$ cat src/rtl/core/vfpt_pkg.sv
package vfpt_pkg;

    localparam int TIME_BITS        = 60;
    localparam int NP_BITS          = TIME_BITS + 1;
    localparam int IDX_BITS         = 55;
    localparam int TICKS_PER_SECOND = 10000000;
    localparam int RATE_W           = 16;
    localparam int SCALE_W          = 10;
    localparam int D_W              = 3;
    localparam int TD_W             = 34;
    localparam int DT_W             = 37;
    localparam int STEP_W           = 36;
    localparam int DVD_W            = TIME_BITS + 2;
    localparam int DVS_W            = DT_W;
    localparam int CNT_W            = 6;
    localparam int NUM_W            = 35;
    localparam int CFG_IDX_W        = 1;
    localparam int CFG_DATA_W       = 16;

    // Division by three is a multiply by the rounded-up reciprocal 2^40/3, exact
    // for every dividend below 2^39, done as two half-width partial products.
    localparam int DIV3_W           = DT_W + 1;
    localparam int HALF3_W          = DIV3_W / 2;
    localparam int RECIP3_W         = 39;
    localparam int RECIP3_SH        = 40;
    localparam int PROD3_W          = HALF3_W + RECIP3_W;
    localparam int SUM3_W           = DIV3_W + RECIP3_W;
    localparam logic [RECIP3_W-1:0] RECIP3 = 39'd366503875926;

    localparam logic [CFG_IDX_W-1:0] REG_FRAME_RATE = 1'd0;
    localparam logic [CFG_IDX_W-1:0] REG_RATE_SCALE = 1'd1;

    localparam logic [NUM_W-1:0] TICKS_X3     = NUM_W'(TICKS_PER_SECOND * 3);
    localparam logic [D_W-1:0]   DEFAULT_D    = 3'd4;
    localparam logic [RATE_W-1:0] RATE_ONE    = 16'd1;

    typedef enum logic [3:0] {
        ST_IDLE,
        ST_FORM,
        ST_DT,
        ST_STEP,
        ST_STEPH,
        ST_BASE,
        ST_ALIGN,
        ST_ALIGNH,
        ST_SKIP,
        ST_IDX,
        ST_IDXW,
        ST_OUT
    } state_t;

    typedef struct packed {
        logic             start;
        logic [DVD_W-1:0] dividend;
        logic [DVS_W-1:0] divisor;
    } div_req_t;

    typedef struct packed {
        logic             done;
        logic [DVD_W-1:0] quotient;
        logic [DVS_W-1:0] remainder;
    } div_rsp_t;

    typedef struct packed {
        logic            hit;
        logic [D_W-1:0]  d;
        logic [TD_W-1:0] td;
    } rate_entry_t;

    function automatic rate_entry_t rate_lookup(input logic [RATE_W-1:0] rate);
        rate_entry_t e;
        e.hit = 1'b1;
        e.d   = DEFAULT_D;
        e.td  = '0;
        case (rate)
            16'd24:
            begin
                e.d  = 3'd5;
                e.td = 34'd125000;
            end
            16'd2398, 16'd24000:
            begin
                e.d  = 3'd5;
                e.td = 34'd125125;
            end
            16'd25, 16'd50:
            begin
                e.td = 34'd150000;
            end
            16'd30, 16'd60:
            begin
                e.td = 34'd125000;
            end
            16'd2997, 16'd30000, 16'd60000:
            begin
                e.td = 34'd125125;
            end
            default:
            begin
                e.hit = 1'b0;
            end
        endcase
        return e;
    endfunction

endpackage

$ cat src/rtl/core/vfpt_div.sv
module vfpt_div (
    input  logic               clk,
    input  logic               rst_n,
    input  vfpt_pkg::div_req_t req,
    output vfpt_pkg::div_rsp_t rsp
);
    import vfpt_pkg::*;

    logic             busy_reg, busy_next;
    logic             done_reg, done_next;
    logic [CNT_W-1:0] cnt_reg, cnt_next;
    logic [DVD_W-1:0] quo_reg, quo_next;
    logic [DVS_W-1:0] rem_reg, rem_next;
    logic [DVS_W-1:0] dvs_reg, dvs_next;
    logic [DVS_W:0]   trial;
    logic [DVS_W:0]   diff;
    logic             fits;

    always_comb
    begin
        trial     = {rem_reg, quo_reg[DVD_W-1]};
        diff      = trial - {1'b0, dvs_reg};
        fits      = trial >= {1'b0, dvs_reg};
        busy_next = busy_reg;
        done_next = 1'b0;
        cnt_next  = cnt_reg;
        quo_next  = quo_reg;
        rem_next  = rem_reg;
        dvs_next  = dvs_reg;
        if (busy_reg)
        begin
            rem_next = fits ? diff[DVS_W-1:0] : trial[DVS_W-1:0];
            quo_next = {quo_reg[DVD_W-2:0], fits};
            cnt_next = cnt_reg - 1'b1;
            if (cnt_reg == '0)
            begin
                busy_next = 1'b0;
                done_next = 1'b1;
            end
        end
        else if (req.start)
        begin
            quo_next  = req.dividend;
            rem_next  = '0;
            dvs_next  = req.divisor;
            cnt_next  = CNT_W'(DVD_W - 1);
            busy_next = 1'b1;
        end
    end

    always_ff @(posedge clk or negedge rst_n)
    begin
        if (!rst_n)
        begin
            busy_reg <= 1'b0;
            done_reg <= 1'b0;
            cnt_reg  <= '0;
        end
        else
        begin
            busy_reg <= busy_next;
            done_reg <= done_next;
            cnt_reg  <= cnt_next;
        end
    end

    always_ff @(posedge clk)
    begin
        quo_reg <= quo_next;
        rem_reg <= rem_next;
        dvs_reg <= dvs_next;
    end

    assign rsp.done      = done_reg;
    assign rsp.quotient  = quo_reg;
    assign rsp.remainder = rem_reg;

endmodule

$ cat src/rtl/core/video_frame_pulse_timer.sv
// Frame pulse timer driven by reference clock readings in 100 ns units.
// Input channel: in_valid, in_stall and now_time; one request is a clock reading.
// Output channel: out_valid, out_stall and the five result fields; every input
// request gives exactly one output request.
// Configuration: cfg_wr_en, cfg_index and cfg_data write frame_rate (index 0) or
// rate_scale (index 1); any write restarts frame alignment on the next request.
// One request is worked at a time: in_stall is high from acceptance until the
// result has been taken. All divisions run on one shared restoring divider of
// 62 steps; division by three uses a multiply done as two partial products.
// The first request after reset or a write needs at most two divisions, and
// so does each later request. A new request can be taken in the cycle after
// the result has been taken. Reset clears the time, the schedule and the start
// flag, and loads frame rate 25 and scale 1. While out_stall is high the result
// is held unchanged and no new request is taken.
module video_frame_pulse_timer (
    input  logic                                clk,
    input  logic                                rst_n,
    input  logic                                cfg_wr_en,
    input  logic [vfpt_pkg::CFG_IDX_W-1:0]      cfg_index,
    input  logic [vfpt_pkg::CFG_DATA_W-1:0]     cfg_data,
    input  logic                                in_valid,
    output logic                                in_stall,
    input  logic [vfpt_pkg::TIME_BITS-1:0]      now_time,
    output logic                                out_valid,
    input  logic                                out_stall,
    output logic [vfpt_pkg::TIME_BITS-1:0]      reported_time,
    output logic                                time_advanced,
    output logic                                frame_pulse,
    output logic [vfpt_pkg::NP_BITS-1:0]        next_pulse_time,
    output logic [vfpt_pkg::IDX_BITS-1:0]       frame_index
);
    import vfpt_pkg::*;

    state_t                state_reg, state_next;
    logic [RATE_W-1:0]     rate_reg, rate_next;
    logic [SCALE_W-1:0]    scale_reg, scale_next;
    logic                  started_reg, started_next;
    logic [TIME_BITS-1:0]  last_reg, last_next;
    logic [NP_BITS-1:0]    np_reg, np_next;
    logic [STEP_W-1:0]     step_reg, step_next;
    logic [D_W-1:0]        d_reg, d_next;
    logic [TD_W-1:0]       td_reg, td_next;
    logic [DT_W-1:0]       dt_reg, dt_next;
    logic                  adv_reg, adv_next;
    logic                  pulse_reg, pulse_next;
    logic [IDX_BITS-1:0]   idx_reg, idx_next;
    logic [DIV3_W-1:0]     m3_x_reg, m3_x_next;
    logic [PROD3_W-1:0]    m3_acc_reg, m3_acc_next;

    div_req_t              dreq;
    div_rsp_t              drsp;
    rate_entry_t           lk;
    logic [DT_W-1:0]       dt_c;
    logic [DVD_W-1:0]      three_t;
    logic [DVD_W-1:0]      np0;
    logic [RATE_W-1:0]     rate_nz;
    logic [NUM_W-1:0]      num;
    logic [STEP_W-1:0]     skip_rem;
    logic [HALF3_W-1:0]    m3_part;
    logic [PROD3_W-1:0]    m3_prod;
    logic [SUM3_W-1:0]     m3_sum;
    logic [DT_W-1:0]       m3_q;

    vfpt_div u_div (
        .clk   (clk),
        .rst_n (rst_n),
        .req   (dreq),
        .rsp   (drsp)
    );

    always_comb
    begin
        lk       = rate_lookup(rate_reg);
        dt_c     = DT_W'(d_reg) * DT_W'(td_reg);
        three_t  = (DVD_W'(last_reg) << 1) + DVD_W'(last_reg);
        np0      = DVD_W'(np_reg) + DVD_W'(step_reg);
        rate_nz  = (rate_reg == '0) ? RATE_ONE : rate_reg;
        num      = TICKS_X3 * NUM_W'(scale_reg);
        skip_rem = drsp.remainder[STEP_W-1:0];
        m3_part  = (state_reg == ST_STEP || state_reg == ST_ALIGN) ?
                   m3_x_reg[HALF3_W-1:0] : m3_x_reg[DIV3_W-1:HALF3_W];
        m3_prod  = PROD3_W'(m3_part) * PROD3_W'(RECIP3);
        m3_sum   = {m3_prod, {HALF3_W{1'b0}}} + SUM3_W'(m3_acc_reg);
        m3_q     = m3_sum[SUM3_W-1:RECIP3_SH];

        state_next   = state_reg;
        rate_next    = rate_reg;
        scale_next   = scale_reg;
        started_next = started_reg;
        last_next    = last_reg;
        np_next      = np_reg;
        step_next    = step_reg;
        d_next       = d_reg;
        td_next      = td_reg;
        dt_next      = dt_reg;
        adv_next     = adv_reg;
        pulse_next   = pulse_reg;
        idx_next     = idx_reg;
        m3_x_next    = m3_x_reg;
        m3_acc_next  = m3_acc_reg;
        dreq.start    = 1'b0;
        dreq.dividend = three_t;
        dreq.divisor  = dt_reg;

        case (state_reg)
            ST_IDLE:
            begin
                if (in_valid)
                begin
                    pulse_next = 1'b0;
                    adv_next   = now_time > last_reg;
                    if (now_time > last_reg)
                    begin
                        last_next = now_time;
                    end
                    if (started_reg)
                    begin
                        state_next = ST_DT;
                    end
                    else if (lk.hit)
                    begin
                        d_next     = lk.d;
                        td_next    = lk.td;
                        state_next = ST_DT;
                    end
                    else
                    begin
                        dreq.start    = 1'b1;
                        dreq.dividend = DVD_W'(num);
                        dreq.divisor  = DVS_W'({rate_nz, 1'b0});
                        state_next    = ST_FORM;
                    end
                end
            end
            ST_FORM:
            begin
                if (drsp.done)
                begin
                    d_next     = DEFAULT_D;
                    td_next    = drsp.quotient[TD_W+1:2];
                    state_next = ST_DT;
                end
            end
            ST_DT:
            begin
                dt_next = dt_c;
                if (!started_reg)
                begin
                    if (dt_c == '0)
                    begin
                        step_next    = '0;
                        np_next      = NP_BITS'(last_reg);
                        idx_next     = '0;
                        started_next = 1'b1;
                        state_next   = ST_OUT;
                    end
                    else
                    begin
                        m3_x_next  = DIV3_W'(dt_c) + DIV3_W'(2);
                        state_next = ST_STEP;
                    end
                end
                else if (step_reg != '0 && NP_BITS'(last_reg) >= np_reg)
                begin
                    pulse_next = 1'b1;
                    if (np0 < DVD_W'(last_reg))
                    begin
                        dreq.start    = 1'b1;
                        dreq.dividend = DVD_W'(last_reg) - np0;
                        dreq.divisor  = DVS_W'(step_reg);
                        state_next    = ST_SKIP;
                    end
                    else
                    begin
                        np_next    = np0[NP_BITS-1:0];
                        state_next = ST_IDX;
                    end
                end
                else
                begin
                    state_next = ST_IDX;
                end
            end
            ST_STEP:
            begin
                m3_acc_next = m3_prod;
                state_next  = ST_STEPH;
            end
            ST_STEPH:
            begin
                step_next  = m3_q[STEP_W-1:0];
                dreq.start = 1'b1;
                state_next = ST_BASE;
            end
            ST_BASE:
            begin
                if (drsp.done)
                begin
                    idx_next   = drsp.quotient[IDX_BITS-1:0];
                    m3_x_next  = DIV3_W'(drsp.remainder);
                    state_next = ST_ALIGN;
                end
            end
            ST_ALIGN:
            begin
                m3_acc_next = m3_prod;
                state_next  = ST_ALIGNH;
            end
            ST_ALIGNH:
            begin
                np_next = NP_BITS'(last_reg) - NP_BITS'(m3_q) + NP_BITS'(step_reg);
                started_next = 1'b1;
                state_next   = ST_OUT;
            end
            ST_SKIP:
            begin
                if (drsp.done)
                begin
                    if (skip_rem == '0)
                    begin
                        np_next = NP_BITS'(last_reg);
                    end
                    else
                    begin
                        np_next = NP_BITS'(last_reg) + NP_BITS'(step_reg - skip_rem);
                    end
                    state_next = ST_IDX;
                end
            end
            ST_IDX:
            begin
                if (dt_reg == '0)
                begin
                    idx_next   = '0;
                    state_next = ST_OUT;
                end
                else
                begin
                    dreq.start = 1'b1;
                    state_next = ST_IDXW;
                end
            end
            ST_IDXW:
            begin
                if (drsp.done)
                begin
                    idx_next   = drsp.quotient[IDX_BITS-1:0];
                    state_next = ST_OUT;
                end
            end
            ST_OUT:
            begin
                if (!out_stall)
                begin
                    state_next = ST_IDLE;
                end
            end
            default:
            begin
                state_next = ST_IDLE;
            end
        endcase

        if (cfg_wr_en)
        begin
            case (cfg_index)
                REG_FRAME_RATE:
                begin
                    rate_next    = cfg_data;
                    started_next = 1'b0;
                end
                REG_RATE_SCALE:
                begin
                    scale_next   = cfg_data[SCALE_W-1:0];
                    started_next = 1'b0;
                end
                default:
                begin
                    started_next = started_next;
                end
            endcase
        end
    end

    always_ff @(posedge clk or negedge rst_n)
    begin
        if (!rst_n)
        begin
            state_reg   <= ST_IDLE;
            rate_reg    <= 16'd25;
            scale_reg   <= 10'd1;
            started_reg <= 1'b0;
            last_reg    <= '0;
            np_reg      <= '0;
            step_reg    <= '0;
            d_reg       <= DEFAULT_D;
            td_reg      <= '0;
            dt_reg      <= '0;
        end
        else
        begin
            state_reg   <= state_next;
            rate_reg    <= rate_next;
            scale_reg   <= scale_next;
            started_reg <= started_next;
            last_reg    <= last_next;
            np_reg      <= np_next;
            step_reg    <= step_next;
            d_reg       <= d_next;
            td_reg      <= td_next;
            dt_reg      <= dt_next;
        end
    end

    always_ff @(posedge clk)
    begin
        adv_reg    <= adv_next;
        pulse_reg  <= pulse_next;
        idx_reg    <= idx_next;
        m3_x_reg   <= m3_x_next;
        m3_acc_reg <= m3_acc_next;
    end

    assign in_stall        = state_reg != ST_IDLE;
    assign out_valid       = state_reg == ST_OUT;
    assign reported_time   = last_reg;
    assign time_advanced   = adv_reg;
    assign frame_pulse     = pulse_reg;
    assign next_pulse_time = np_reg;
    assign frame_index     = idx_reg;

    a_out_blocks_in: assert property (@(posedge clk) disable iff (!rst_n)
        out_valid |-> in_stall)
        else $error("input taken while a result is pending");

    a_single_result: assert property (@(posedge clk) disable iff (!rst_n)
        (out_valid && !out_stall) |=> !out_valid)
        else $error("result delivered twice");

    a_pulse_ahead: assert property (@(posedge clk) disable iff (!rst_n)
        (out_valid && frame_pulse) |-> (next_pulse_time >= NP_BITS'(reported_time)))
        else $error("next pulse behind reported time after a pulse");

    a_time_monotonic: assert property (@(posedge clk) disable iff (!rst_n)
        (state_reg == ST_DT) |-> (last_reg >= $past(last_reg)))
        else $error("reported time went backwards");

endmodule
$ cat config.mk
export PLATFORM = sky130hd
export DESIGN_NAME = video_frame_pulse_timer
export DESIGN_NICKNAME = d
export VERILOG_FILES = /design/src/rtl/core/vfpt_pkg.sv /design/src/rtl/core/vfpt_div.sv /design/src/rtl/core/video_frame_pulse_timer.sv
export SDC_FILE = /design/constraint.sdc
export NUM_CORES = 2
export LEC_CHECK = 0
export BUFFER_PORTS_ARGS = -buffer_cell sky130_fd_sc_hd__buf_4
export CAP_MARGIN = 40
export CORE_ASPECT_RATIO = 1.1
export CORE_MARGIN = 2
export CORE_UTILIZATION = 31
export DETAILED_ROUTE_END_ITERATION = 10
export PLACE_DENSITY_LB_ADDON = 0.3
export SYNTH_ARGS = -nofsm -noshare
export SYNTH_HDL_FRONTEND = slang
export SYNTH_SLANG_ARGS = --single-unit
$ cat constraint.sdc
create_clock -name clk -period 18.9 [get_ports clk]
set_clock_uncertainty 0.15 [all_clocks]
set_input_delay 0.945 -clock clk [delete_from_list [all_inputs] [get_ports clk]]
set_output_delay 0.945 -clock clk [all_outputs]
set_load 0.02 [all_outputs]
==> out/qor.txt <==
PwrDens - 56.5 nW/um2
die span in y - 471 um
Clock Path Buffers - 3
reg2reg path depth - 51
ANT nets after route - 0
most frequent cells after synthesis - ha_1 (800), inv_1 (675), nand2_1 (605)
Final Hold Fails - 0
post-place setup slack - 4.44 ns
RSZ-0062 raised after global routing - false
port bufs - 261
critical path's largest stage delay - 0.79 ns
synthesis-to-finish area growth - 14.0%
fin crit share - 78.5%
VDD IR max - 0.113 mV
CP Class - flip-flop to flip-flop
Vias - 57,665
LEAKAGE - 32.6 nW
drt total wl - 278,000 um
vias in the first global route - 56,607
Synthesized Nets - 8,226
Setup violations, final - 0
count leader, synth - ha_1
total CTS buffers - 71
CP max stage cell - dfrtp_1
first-pass GRT wire length - 398,000 um
post_cts resized - 0
drc violations - 0
clock period minus worst slack - 14.83 ns
R2R setup slack - 4.07 ns
CTS tree - done
accumulated negative setup slack - 0 ns
CP Launch Type - flip-flop
largest net degree at the start of global routing - 89
crit-path max FO - 54
Setup crit end kind - flip-flop
hpwl dp - 229,000 um
IO Pins - 262
Die X - 429 um
GR Overflow Total - 0
register area share after synthesis - 24.0%
CTS clk-pin slew, worst paths - 0.06 ns
FF-to-FF Start - state_reg[1]$_DFFE_PN0P_
drt first pass iters - 6
WP data arrival - 15.28 ns
syn_area_per_cell - 8.60 um2
FMAX - 67.4 MHz
post-CTS setup buffers - 0
Post-synth EDFFs - 269
Util after Layout - 35.5%
Slew Viols, Final - 0
1st-iter DRT viols - 4,793
Yosys reg bits - 537
Total GRT Usage - 26.8%
max reg flops - 62
final net count - 8,503
Least-Margin Pin Slew - 1.06 ns
cell area after synthesis - 61,500 um2
clk_lat worst skew - 0.73 ns
depth of the CTS H-tree - 3
CTS Root Cell - clkbuf_16
Cells after Synth - 7,149
Placer Congestion - 1.03
Most used DFF post-synth - edfxtp_1
initial antenna violation count - 12
filler cell count - 20,471
area leader, netlist - ha_1
CTS Hold Bufs - 0
Core ar. - 197,000 um2
routed length per instance - 27.6 um
Placement Rows - 171
reg2reg end - next_pulse_time[56]$_DFFE_PN0P_
Crit path top cell by count - fa_1
WHS - 0.137 ns
Sink Count - 537
Setup WS post-layout - 4.07 ns
Max Cap Viol - 0
synth top area cells - ha_1 (16%), edfxtp_1 (13%), dfrtp_1 (11%), fa_1 (6.3%), a21oi_1 (4.9%)
starting density of the core - 31.2%
yosys warns - 0
Worst EP required - 19.35 ns
Hold Path Class - input pin to async pin
die area - 202,000 um2
total power - 3.96 mW
synth unique cells - 107
share of layout cells above drive strength 1 - 10.4%
via-per-instance ratio - 5.72
top-area cell type share of the netlist area - 16.3%
ys async rst share - 49.9%
status - complete, no violations
Max-Slew Margin vs Limit - 29.1%
[placed cells by master, fill, tap and decap left out, types with 174 or more instances in the layout]
master / instances
a21o_1: 265
a21oi_1: 595
buf_4: 432
dfrtp_1: 262
edfxtp_1: 269
fa_1: 195
ha_1: 800
inv_1: 675
nand2_1: 602
nor2_1: 436
o21ai_0: 431
xnor2_1: 315
xor2_1: 174
[kinds of logic (layout without fill, tap and decap cells)]
kind of cell             after synthesis  in the layout  share of synthesized area (%)
AND/OR/NAND/NOR                     1881           1881                           14.7
multiplexers                         194            194                           3.42
adder cells (fa/ha/maj)              995            995                           22.6
AO/OA/AOI/OAI                       2124           2124                           22.5
other                                  1              6                        0.00610
XOR/XNOR                             489            489                           6.96
buffers and inverters                928           1264                           5.71
flip-flops                           537            537                           24.0
[where the power goes]
part / switching, mW / leakage [nW] / internal, mW / total (mW)
Sequential: 0.0256 / 6.15 / 1.23 / 1.25
Clock: 0.639 / 1.31 / 0.945 / 1.58
Combinational: 0.655 / 25.1 / 0.470 / 1.12
Total: 1.32 / 32.6 / 2.64 / 3.96
[stage by stage]
stage	cell area (um2)	std cells
floorplan	61500	7149
global placement	67100	9911
detailed placement	67400	9948
CTS	70100	10080
global route	70100	10083
finish	70100	10085
[worst max-delay path, delay by kind of cell, from the launching register on]
kind / cells / cell delay, ns
buffers and inverters: 7 / 1.51
flip-flops: 1 / 0.79
adder cells (fa/ha/maj): 10 / 4.57
AO/OA/AOI/OAI: 21 / 4.99
AND/OR/NAND/NOR: 10 / 2.13
multiplexers: 1 / 0.28
XOR/XNOR: 2 / 0.26
[worst max-delay path by stage]
stage / cells after the start / to / start
final: 51 / next_pulse_time[56]$_DFFE_PN0P_ / state_reg[1]$_DFFE_PN0P_
after global routing: 51 / next_pulse_time[56]$_DFFE_PN0P_ / state_reg[1]$_DFFE_PN0P_
after CTS: 51 / next_pulse_time[56]$_DFFE_PN0P_ / state_reg[1]$_DFFE_PN0P_
after detailed placement: 51 / next_pulse_time[56]$_DFFE_PN0P_ / state_reg[1]$_DFFE_PN0P_
after global placement: 51 / next_pulse_time[56]$_DFFE_PN0P_ / state_reg[1]$_DFFE_PN0P_
after floorplan: 53 / next_pulse_time[55]$_DFFE_PN0P_ / state_reg[0]$_DFFE_PN0P_
[per-layer routing]
layer / vias to the layer above / part of all wire (%) / global-route usage [%]
met1: 28335 / 39 / 31.1
li1: 26487 / - / -
met4: 6 / 8.9 / 19.7
met5: - / 0.013 / 0
met2: 2173 / 47 / 45.6
met3: 664 / 4.8 / 3.13
[final cells by class]
| cell class | count | area (um2) | area share [%] |
|---|---|---|---|
| Tap cell | 2595 | 3250 | 4.63 |
| Sequential cell | 537 | 14800 | 21.1 |
| Clock inverter | 43 | 722 | 1.03 |
| Antenna cell | 5 | 12.5 | 0.0178 |
| Clock buffer | 89 | 1970 | 2.80 |
| Multi-Input combinational cell | 5684 | 43400 | 61.9 |
| Timing Repair Buffer | 447 | 3430 | 4.89 |
| Inverter | 685 | 2570 | 3.67 |
Power figures use the tool's default switching activity.
